$ cat src/rtl/core/assert_macros.svh
// Assertion macros for the RTL of the job queue.
// Used through `include by the top level, which checks its own logic.
`ifndef ASSERT_MACROS_SVH
`define ASSERT_MACROS_SVH

// Property must hold at every clock edge out of reset.
`define ASSERT_ALWAYS(lbl, clk, rstn, expr) \
	lbl: assert property (@(posedge clk) disable iff (!rstn) (expr)) \
		else $error("assertion failed: expected condition does not hold");

// Consequent must hold in the cycle after the antecedent.
`define ASSERT_NEXT(lbl, clk, rstn, ante, cons) \
	lbl: assert property (@(posedge clk) disable iff (!rstn) (ante) |=> (cons)) \
		else $error("assertion failed: expected follow-up does not hold");

`endif

$ cat src/rtl/core/dojq_pkg.sv
// Package of the deadline-ordered job queue: field widths, codes, cell types.
// No dependencies.
`default_nettype none

package dojq_pkg;

	localparam int DEPTH_DEF = 16;
	localparam int TAG_W     = 8;
	localparam int STIME_W   = 32;
	localparam int TIME_W    = 33;
	localparam int OCC_W_DEF = $clog2(DEPTH_DEF + 1);

	typedef enum logic [1:0] {
		OP_INSERT   = 2'd0,
		OP_REMOVE   = 2'd1,
		OP_TICK     = 2'd2,
		OP_RESERVED = 2'd3
	} opcode_t;

	typedef enum logic [2:0] {
		ST_INSERTED   = 3'd0,
		ST_REMOVED    = 3'd1,
		ST_DISPATCHED = 3'd2,
		ST_EMPTY      = 3'd3,
		ST_FULL       = 3'd4,
		ST_NOT_READY  = 3'd5
	} status_t;

	typedef struct packed {
		logic              valid;
		logic [TIME_W-1:0] exec_time;
		logic [TAG_W-1:0]  tag;
	} entry_t;

	// broadcast to every cell
	typedef struct packed {
		logic              ins;
		logic              pop;
		logic [TIME_W-1:0] exec_time;
		logic [TAG_W-1:0]  tag;
	} cmd_t;

endpackage

`default_nettype wire

$ cat src/rtl/core/dojq_if.sv
// Channel interfaces of the job queue: job commands in, results out.
// Depends on dojq_pkg.
`default_nettype none

interface dojq_in_if;
	logic                           valid;
	logic                           ready;
	logic [1:0]                     opcode;
	logic [dojq_pkg::TAG_W-1:0]     job_tag;
	logic [dojq_pkg::STIME_W-1:0]   submit_time;
	logic [dojq_pkg::STIME_W-1:0]   start_delay;
	logic [dojq_pkg::TIME_W-1:0]    current_time;

	modport source(output valid, opcode, job_tag, submit_time, start_delay, current_time,
		input ready);
	modport sink(input valid, opcode, job_tag, submit_time, start_delay, current_time,
		output ready);
endinterface

interface dojq_out_if #(
	parameter int OccW = dojq_pkg::OCC_W_DEF
);
	logic                         valid;
	logic                         ready;
	logic [2:0]                   status;
	logic [dojq_pkg::TAG_W-1:0]   out_tag;
	logic [dojq_pkg::TIME_W-1:0]  out_exec_time;
	logic [OccW-1:0]              occupancy;

	modport source(output valid, status, out_tag, out_exec_time, occupancy, input ready);
	modport sink(input valid, status, out_tag, out_exec_time, occupancy, output ready);
endinterface

`default_nettype wire

$ cat src/rtl/core/deadline_ordered_job_queue.sv
// Top level of the deadline-ordered job queue: command decode, cell chain, result register.
// Depends on dojq_pkg, dojq_if, dojq_cell, assert_macros.svh.
`default_nettype none
`include "assert_macros.svh"

// Keeps up to DEPTH jobs sorted by execution time (submit_time + start_delay)
// in a chain of DEPTH cells. Each transaction is handled in the cycle it is
// accepted: every cell compares the new time against its own entry in
// parallel and either keeps, shifts right, loads the new job, or takes its
// right neighbor on a pop. The result appears in the output register in the
// next cycle; a new transaction is accepted whenever that register is empty
// or being drained, so the queue sustains one transaction per cycle. The
// comparator per cell plus the 33-bit add at the input set the cycle time.
// No clearing pass after reset; the queue is empty at once.
module deadline_ordered_job_queue #(
	parameter int DEPTH = dojq_pkg::DEPTH_DEF,
	parameter int OccW  = $clog2(DEPTH + 1)
) (
	input wire logic clk,
	input wire logic arst_n,
	dojq_in_if.sink  in_ch,
	dojq_out_if.source out_ch
);

	dojq_pkg::entry_t entries [DEPTH+1];
	logic             shifts  [DEPTH];
	dojq_pkg::entry_t boundary;
	dojq_pkg::cmd_t   cmd;
	dojq_pkg::opcode_t op;
	dojq_pkg::status_t status_d;

	logic                          accept;
	logic                          full;
	logic                          empty;
	logic                          due;
	logic [dojq_pkg::TIME_W-1:0]   new_time;
	logic [OccW-1:0]               cnt_q;

	logic                          out_valid_q;
	dojq_pkg::status_t             status_q;
	logic [dojq_pkg::TAG_W-1:0]    tag_q;
	logic [dojq_pkg::TIME_W-1:0]   time_q;
	logic [OccW-1:0]               occ_q;

	assign in_ch.ready = !out_valid_q || out_ch.ready;
	assign accept      = in_ch.valid && in_ch.ready;
	assign op          = dojq_pkg::opcode_t'(in_ch.opcode);
	assign new_time    = {1'b0, in_ch.submit_time} + {1'b0, in_ch.start_delay};
	assign full        = (cnt_q == OccW'(DEPTH));
	assign empty       = (cnt_q == '0);
	assign due         = (entries[0].exec_time <= in_ch.current_time);

	always_comb begin
		cmd.ins       = 1'b0;
		cmd.pop       = 1'b0;
		cmd.exec_time = new_time;
		cmd.tag       = in_ch.job_tag;
		status_d      = dojq_pkg::ST_NOT_READY;
		case (op)
			dojq_pkg::OP_INSERT: begin
				if (full) begin
					status_d = dojq_pkg::ST_FULL;
				end else begin
					status_d = dojq_pkg::ST_INSERTED;
					cmd.ins  = accept;
				end
			end
			dojq_pkg::OP_REMOVE: begin
				if (empty) begin
					status_d = dojq_pkg::ST_EMPTY;
				end else begin
					status_d = dojq_pkg::ST_REMOVED;
					cmd.pop  = accept;
				end
			end
			dojq_pkg::OP_TICK: begin
				if (empty) begin
					status_d = dojq_pkg::ST_EMPTY;
				end else if (due) begin
					status_d = dojq_pkg::ST_DISPATCHED;
					cmd.pop  = accept;
				end else begin
					status_d = dojq_pkg::ST_NOT_READY;
				end
			end
			default: begin
				status_d = dojq_pkg::ST_NOT_READY;
			end
		endcase
	end

	// left of the head acts as a valid, non-shifting entry; right of the tail is empty
	always_comb begin
		boundary           = '0;
		boundary.valid     = 1'b1;
	end

	assign entries[DEPTH] = '0;

	for (genvar i = 0; i < DEPTH; i++) begin : g_cell
		dojq_cell u_cell (
			.clk        (clk),
			.arst_n     (arst_n),
			.head       ((i == 0) ? 1'b1 : 1'b0),
			.cmd        (cmd),
			.left       ((i == 0) ? boundary : entries[(i == 0) ? 0 : i-1]),
			.left_shift ((i == 0) ? 1'b0 : shifts[(i == 0) ? 0 : i-1]),
			.right      (entries[i+1]),
			.entry      (entries[i]),
			.shift      (shifts[i])
		);
	end

	always_ff @(posedge clk or negedge arst_n) begin
		if (!arst_n) begin
			cnt_q       <= '0;
			out_valid_q <= 1'b0;
		end else begin
			if (cmd.ins) begin
				cnt_q <= cnt_q + 1'b1;
			end else if (cmd.pop) begin
				cnt_q <= cnt_q - 1'b1;
			end
			if (accept) begin
				out_valid_q <= 1'b1;
			end else if (out_ch.ready) begin
				out_valid_q <= 1'b0;
			end
		end
	end

	always_ff @(posedge clk) begin
		if (accept) begin
			status_q <= status_d;
			tag_q    <= cmd.pop ? entries[0].tag : '0;
			time_q   <= cmd.pop ? entries[0].exec_time : '0;
			if (cmd.ins) begin
				occ_q <= cnt_q + 1'b1;
			end else if (cmd.pop) begin
				occ_q <= cnt_q - 1'b1;
			end else begin
				occ_q <= cnt_q;
			end
		end
	end

	assign out_ch.valid         = out_valid_q;
	assign out_ch.status        = status_q;
	assign out_ch.out_tag       = tag_q;
	assign out_ch.out_exec_time = time_q;
	assign out_ch.occupancy     = occ_q;

	`ASSERT_ALWAYS(a_cnt_bound, clk, arst_n, cnt_q <= OccW'(DEPTH))
	`ASSERT_ALWAYS(a_head_valid, clk, arst_n, entries[0].valid == (cnt_q != '0))
	`ASSERT_ALWAYS(a_tail_valid, clk, arst_n, entries[DEPTH-1].valid == full)
	`ASSERT_NEXT(a_pop_count, clk, arst_n, cmd.pop, cnt_q == $past(cnt_q) - 1'b1)
	`ASSERT_NEXT(a_ins_count, clk, arst_n, cmd.ins, cnt_q == $past(cnt_q) + 1'b1)

endmodule

`default_nettype wire

$ cat src/rtl/core/dojq_cell.sv
// One slot of the sorted job chain: holds an entry, shifts right on insert,
// left on pop. Depends on dojq_pkg.
`default_nettype none

module dojq_cell (
	input  wire logic             clk,
	input  wire logic             arst_n,
	input  wire logic             head,
	input  wire dojq_pkg::cmd_t   cmd,
	input  wire dojq_pkg::entry_t left,
	input  wire logic             left_shift,
	input  wire dojq_pkg::entry_t right,
	output dojq_pkg::entry_t      entry,
	output logic                  shift
);

	logic                          valid_q;
	logic [dojq_pkg::TIME_W-1:0]   time_q;
	logic [dojq_pkg::TAG_W-1:0]    tag_q;
	logic                          load_new;

	// head keeps equal times ahead of the new job
	always_comb begin
		if (head) begin
			shift = valid_q && (cmd.exec_time < time_q);
		end else begin
			shift = valid_q && (cmd.exec_time <= time_q);
		end
		load_new = left.valid && !left_shift && (shift || !valid_q);
	end

	always_ff @(posedge clk or negedge arst_n) begin
		if (!arst_n) begin
			valid_q <= 1'b0;
		end else if (cmd.pop) begin
			valid_q <= right.valid;
		end else if (cmd.ins) begin
			valid_q <= valid_q || left_shift || load_new;
		end
	end

	always_ff @(posedge clk) begin
		if (cmd.pop) begin
			time_q <= right.exec_time;
			tag_q  <= right.tag;
		end else if (cmd.ins && left_shift) begin
			time_q <= left.exec_time;
			tag_q  <= left.tag;
		end else if (cmd.ins && load_new) begin
			time_q <= cmd.exec_time;
			tag_q  <= cmd.tag;
		end
	end

	assign entry = {valid_q, time_q, tag_q};

endmodule

`default_nettype wire
$ cat src/flat_wrapper.sv
// flat-port wrapper written by rule: the top's interface ports become plain ports
module deadline_ordered_job_queue_flat 
#(
	parameter int DEPTH = dojq_pkg::DEPTH_DEF,
	parameter int OccW  = $clog2(DEPTH + 1)
)
  (clk, arst_n, in_ch_valid, in_ch_opcode, in_ch_job_tag, in_ch_submit_time, in_ch_start_delay, in_ch_current_time, in_ch_ready, out_ch_valid, out_ch_status, out_ch_out_tag, out_ch_out_exec_time, out_ch_occupancy, out_ch_ready);
  dojq_in_if in_ch_i ();
  dojq_out_if #(.OccW(OccW)) out_ch_i ();
  input wire logic clk;
  input wire logic arst_n;
  input wire logic [$bits(in_ch_i.valid)-1:0] in_ch_valid;
  input wire logic [$bits(in_ch_i.opcode)-1:0] in_ch_opcode;
  input wire logic [$bits(in_ch_i.job_tag)-1:0] in_ch_job_tag;
  input wire logic [$bits(in_ch_i.submit_time)-1:0] in_ch_submit_time;
  input wire logic [$bits(in_ch_i.start_delay)-1:0] in_ch_start_delay;
  input wire logic [$bits(in_ch_i.current_time)-1:0] in_ch_current_time;
  output wire logic [$bits(in_ch_i.ready)-1:0] in_ch_ready;
  output wire logic [$bits(out_ch_i.valid)-1:0] out_ch_valid;
  output wire logic [$bits(out_ch_i.status)-1:0] out_ch_status;
  output wire logic [$bits(out_ch_i.out_tag)-1:0] out_ch_out_tag;
  output wire logic [$bits(out_ch_i.out_exec_time)-1:0] out_ch_out_exec_time;
  output wire logic [$bits(out_ch_i.occupancy)-1:0] out_ch_occupancy;
  input wire logic [$bits(out_ch_i.ready)-1:0] out_ch_ready;
  assign in_ch_i.valid = in_ch_valid;
  assign in_ch_i.opcode = in_ch_opcode;
  assign in_ch_i.job_tag = in_ch_job_tag;
  assign in_ch_i.submit_time = in_ch_submit_time;
  assign in_ch_i.start_delay = in_ch_start_delay;
  assign in_ch_i.current_time = in_ch_current_time;
  assign in_ch_ready = in_ch_i.ready;
  assign out_ch_valid = out_ch_i.valid;
  assign out_ch_status = out_ch_i.status;
  assign out_ch_out_tag = out_ch_i.out_tag;
  assign out_ch_out_exec_time = out_ch_i.out_exec_time;
  assign out_ch_occupancy = out_ch_i.occupancy;
  assign out_ch_i.ready = out_ch_ready;
  deadline_ordered_job_queue #(.DEPTH(DEPTH), .OccW(OccW)) u_core (.clk(clk), .arst_n(arst_n), .in_ch(in_ch_i), .out_ch(out_ch_i));
endmodule
$ cat config.mk
export PLATFORM = sky130hd
export DESIGN_NAME = deadline_ordered_job_queue_flat
export DESIGN_NICKNAME = d
export VERILOG_FILES = /design/src/rtl/core/dojq_pkg.sv /design/src/rtl/core/dojq_if.sv /design/src/rtl/core/deadline_ordered_job_queue.sv /design/src/rtl/core/dojq_cell.sv /design/src/flat_wrapper.sv
export VERILOG_INCLUDE_DIRS = /design/src /design/src/rtl/core
export SDC_FILE = /design/constraint.sdc
export NUM_CORES = 2
export LEC_CHECK = 0
export ABC_AREA = 1
export BUFFER_PORTS_ARGS = -buffer_cell sky130_fd_sc_hd__buf_2
export CAP_MARGIN = 20
export CORE_MARGIN = 2
export CORE_UTILIZATION = 50
export DETAILED_ROUTE_END_ITERATION = 6
export HOLD_SLACK_MARGIN = 0.03
export PLACE_DENSITY = 0.74
export REMOVE_ABC_BUFFERS = 1
export SYNTH_ARGS = -nofsm -noshare
export SYNTH_HDL_FRONTEND = slang
export SYNTH_HIERARCHICAL = 1
export SYNTH_SLANG_ARGS = --single-unit
$ cat constraint.sdc
create_clock -name clk -period 12.5 [get_ports clk]
set_clock_uncertainty 0.05 [all_clocks]
set_input_delay 1.875 -clock clk [delete_from_list [all_inputs] [get_ports clk]]
set_output_delay 1.875 -clock clk [all_outputs]
set_load 0.02 [all_outputs]
# Yosys cells after proc, flatten, opt, wreduce, memory -nomap -nowiden
# Cells that the tools add are included.
dict set report word_totals {
  ff_bits 727
  input_bits 111
  output_inout_bits 51
  wordCells 394
}
dict set report classes {
  n_addsub 3
  n_lt_le_gt_ge 17
  eq_ne 3
  muxes 139
  reduce_logical 178
}
# op count
set op_table {}
lappend op_table {{33-bit two-way mux} 46}
lappend op_table {{33-bit less-or-equal comparator} 16}
lappend op_table {{8-bit two-way mux} 46}
lappend op_table {{1-bit logical AND} 78}
lappend op_table {{1-bit logical OR} 48}
lappend op_table {{3-bit nonzero test} 14}
lappend op_table {{1-bit two-way mux} 39}
lappend op_table {{32-bit by 32-bit adder with 33-bit output} 1}
lappend op_table {{33-bit < comparator} 1}
lappend op_table {{1-bit zero test} 32}
lappend op_table {{5-bit two-way mux} 2}
lappend op_table {{3-bit two-way mux} 3}
lappend op_table {{3-bit one-hot mux with 3 select lines} 1}
lappend op_table {{2-bit nonzero test} 4}
lappend op_table {{5-bit by 1-bit adder with 5-bit output, second input constant} 1}
lappend op_table {{5-bit equality test, second input constant} 1}
lappend op_table {{5-bit zero test} 1}
lappend op_table {{5-bit by 1-bit subtractor with 5-bit output, second input constant} 1}
lappend op_table {{2-bit by 1-bit equality test with 1-bit output, second input constant} 1}
lappend op_table {{2-bit equality test, second input constant} 1}
lappend op_table {{2-bit zero test} 1}
lappend op_table {{2-bit two-way mux} 1}
lappend op_table {{1-bit one-hot mux with 2 select lines} 1}

# Logic depth before layout (Yosys ltp)
dict set report depth {
  word_depth 10
  ltp_mapped 29
  mapped_depth_nobuf 29
}

# Cells and area by module
# Netlist, hierarchy kept.
# mod n_inst cells_each area_each_um2 seq_area_each_um2
set by_module_without_submodules {}
lappend by_module_without_submodules {{dojq_cell at u_core.g_cell[0].u_cell ...} 14 396 3081.7 1256.2}
lappend by_module_without_submodules {{dojq_cell at u_core.g_cell[8].u_cell ...} 2 396 3093.0 1256.2}
lappend by_module_without_submodules {deadline_ordered_job_queue 1 665 5163.7 1621.6}

# Worst setup path before layout
# No wires, ideal clock.
dict set report synth_path {
  path_type {input to register}
  from {in in_ch_submit_time[0]}
  to {reg u_core/g_cell[10].u_cell/tag_q[0] in the netlist's numbering (enable)}
  setup_time_ns 0.395
  t_arrival_ns 7.005
  required_time_ns 12.055
  slack_ns 5.049
  path_stages 28
  n_path_buf 0
  path_cell_list {ha_1 inv_1 fa_1 o21ai_2 nand2_1 nand2_2 nand2_2 nand2_4 a21oi_2 or2_1 nand2_1 xor2_1 ha_1 nand2_1 nand2_1 nand2_1 nand2_1 a21oi_1 nand2_1 nor2_1 nand2_2 a21oi_1 nand2_1 clkinv_1 nor2_1 nand2_1 nand2_1 inv_1}
}
# element line
set synth_lines {}
lappend synth_lines {{start: declaration} flat_wrapper.sv:15} ;# input wire logic [$bits(in_ch_i.submit_time)-1:0] in_ch_submit_time;
lappend synth_lines {{end signal: assignment} dojq_cell.sv:45} ;# tag_q <= right.tag;
lappend synth_lines {{end signal: assignment} dojq_cell.sv:48} ;# tag_q <= left.tag;
lappend synth_lines {{end signal: assignment} dojq_cell.sv:51} ;# tag_q <= cmd.tag;
lappend synth_lines {{end: declaration} dojq_cell.sv:19} ;# logic [dojq_pkg::TAG_W-1:0] tag_q;

==> results.ini <==
[status]
outcome = finished, violations left
violations = max-slew violations

[place]
place_hpwl_mm = 115
io_buffer_count = 161
place.gp.congestion = 0.942

[route]
wl_mm = 157
drtPass1Iterations = 6
wl_per_cell_um = 18.2
drt-initial-drc-count = 4647
vias = 48618
drc = 0
ant_nets = 0
avgViaCountPerCell = 5.63

[cells_and_area]
area_delta_synth_final_pct = 10.4
fill_cells = 9820
final_layout_size_suffix_gt1_share_pct = 8.95
multi_input_area_mm2 = 0.0287
final_nets = 7863
regArea_mm2 = 0.0217
finalCoreUtilization_pct = 55.5
insertedDiodeCount = 0

[worst_setup_path]
rr_startpoint = u_core/g_cell[0].u_cell/time_q[12]
r2r_end = u_core/g_cell[12].u_cell/time_q[12]
cpLargestDelayFamily = buffers and inverters
crit_slowest_cell = clkinv_1
cp-start-kind = primary input
endpoint_kind = flop
cp.arrival_ps = 8110
crit_buf_inv = 8
crit_type = primary input to flop
crit_fanout = 42
critical_path_required_ps = 12830
cpPeakStageDelay_ps = 580
cpMostUsedCell = nand2_1
ff2ff_path_depth = 17
r2r_slack_ps = 7200

[clock_tree]
clock_path_buffers = 3
clk_pin_slew_ps = 60
htreeDepth = 3
numCtsBuffers = 85
cts_tree = built
holdBufCountCts = 0
cts_root_buffer = clkbuf_16
cts_num_sinks = 727
cts-resized-gates = 0
post_cts.repair.setup_buffers = 0
worstSkewPairLatency_ps = 670

[worst_hold_path]
min_path_type = flop to flop
hold_depth = 2
holdCritStartpoint = u_core/out_ch.valid
min_to = u_core/out_ch.valid

[pwr]
power_density_mw_per_mm2 = 153
leakage_nw = 28.4
ir_drop_uv = 117

[sta]
post-route-min-period_ps = 7790
fin_setup_tns_ps = 0
finalHoldViolCount = 0
post-route-period-util_pct = 62.3
timing.slew.headroom_pct = -12.0
rsz0062_at_grt = no
worst_slew_pin_slew_ps = 1680
fmax_mhz = 128
setup_viol = 0
drv_slew = 43

[global_route]
grt.overflow.total = 0
antenna_found_initial = 0
grt_pass1_wl_mm = 249
grt_usage_pct = 27.5
first_global_vias = 46919
grt_max_degree = 84

[die]
placementRows = 121
core_mm2 = 0.108
die_w_um = 334
io_pins = 162
initial_core_util_pct = 50.3
dieArea_mm2 = 0.112
die_h_um = 334

[synth]
syn_inst = 7000
syn_area_mm2 = 0.0545
avgSynthCellArea_um2 = 7.78
yosys_warnings = 6

[job]
max_cap_violations = 0

==> area by class of cell <==
cell class              count  share of cell area, %
multi-input cells        5140                   47.6
flip-flops and latches    727                   36.1
inverters                 941                   5.87
clock buffers             111                   3.91
well taps                1414                   2.94
repair buffers            257                   2.77
clock inverters            44                  0.763
==> flip-flops by register name (all words and copies together) (netlist names) <==
signal                        flops
u_core/g_cell.u_cell/time_q     528
u_core/g_cell.u_cell/tag_q      128
u_core/out_ch.out_exec_time      33
u_core/g_cell.u_cell/valid_q     16
u_core/out_ch.out_tag             8
u_core/cnt_q                      5
u_core/out_ch.occupancy           5
u_core/out_ch.status              3
u_core/out_ch.valid               1
==> per-layer routing <==
metal	share of wire (%)	global-route usage, %	up-vias
li1	-	-	23366
met1	40	35.0	22688
met2	48	47.5	2191
met3	7.8	3.32	373
met4	4.0	11.3	0
met5	0	0	-
==> worst reg2reg max path: stages (launching register included) <==
cell and delay, ps:
edfxtp_1 480, ha_1 350, nand2_1 60, inv_1 70
nand3_1 210, nor3_1 570, nand4_1 290, nand2_2 160
nand2_2 80, nand2_4 120, nand2_8 280, inv_2 130
buf_4 640, nor3_1 230, nand3_2 120, nand2_1 50
inv_1 580, buf_4 490
==> where the power goes <==
group          leakage (nW)  switching (mW)  internal (mW)
sequential             6.76           0.300           3.23
clock                  1.36            1.05           1.52
combinational          20.3            2.04           1.08
total                  28.4            3.39           5.84
==> worst max path at each step <==
stage,startpoint,to,slack (ps),cells after the start
3_3_place_gp,in_ch_submit_time[0],u_core/g_cell[4].u_cell/time_q[6],3880,29
5_1_grt,in_ch_submit_time[0],u_core/g_cell[4].u_cell/tag_q[6],4170,30
4_1_cts,in_ch_submit_time[0],u_core/g_cell[4].u_cell/time_q[8],4430,29
6_report,in_ch_submit_time[0],u_core/g_cell[4].u_cell/time_q[8],4710,30
2_1_floorplan,in_ch_submit_time[0],u_core/g_cell[11].u_cell/tag_q[0],3980,28
3_5_place_dp,in_ch_start_delay[0],u_core/g_cell[4].u_cell/time_q[8],3800,29
==> stage by stage <==
stage               instances  hold slack (ps)  worst slack [ps]  total power [mW]  area, um2
floorplan                6808              463              3980              5.64      53500
CTS                      8629              502              4430              9.20      60000
finish                   8634              502              4710              9.23      60200
global route             8634              525              4170              9.77      60200
global placement         8472              456              3880              6.46      57200
detailed placement       8474              470              3800              6.63      57200
==> placed cells by master (no fill, tap or decap), drive strengths merged, types with 44 or more instances in the layout <==
cell type,n
nor2,968
conb,102
inv,927
a31oi,673
buf,257
edfxtp,705
clkbuf,111
nand2,2246
clkinv,44
nand3,90
a21oi,259
ha,599
(Power assumes the default switching activity.)
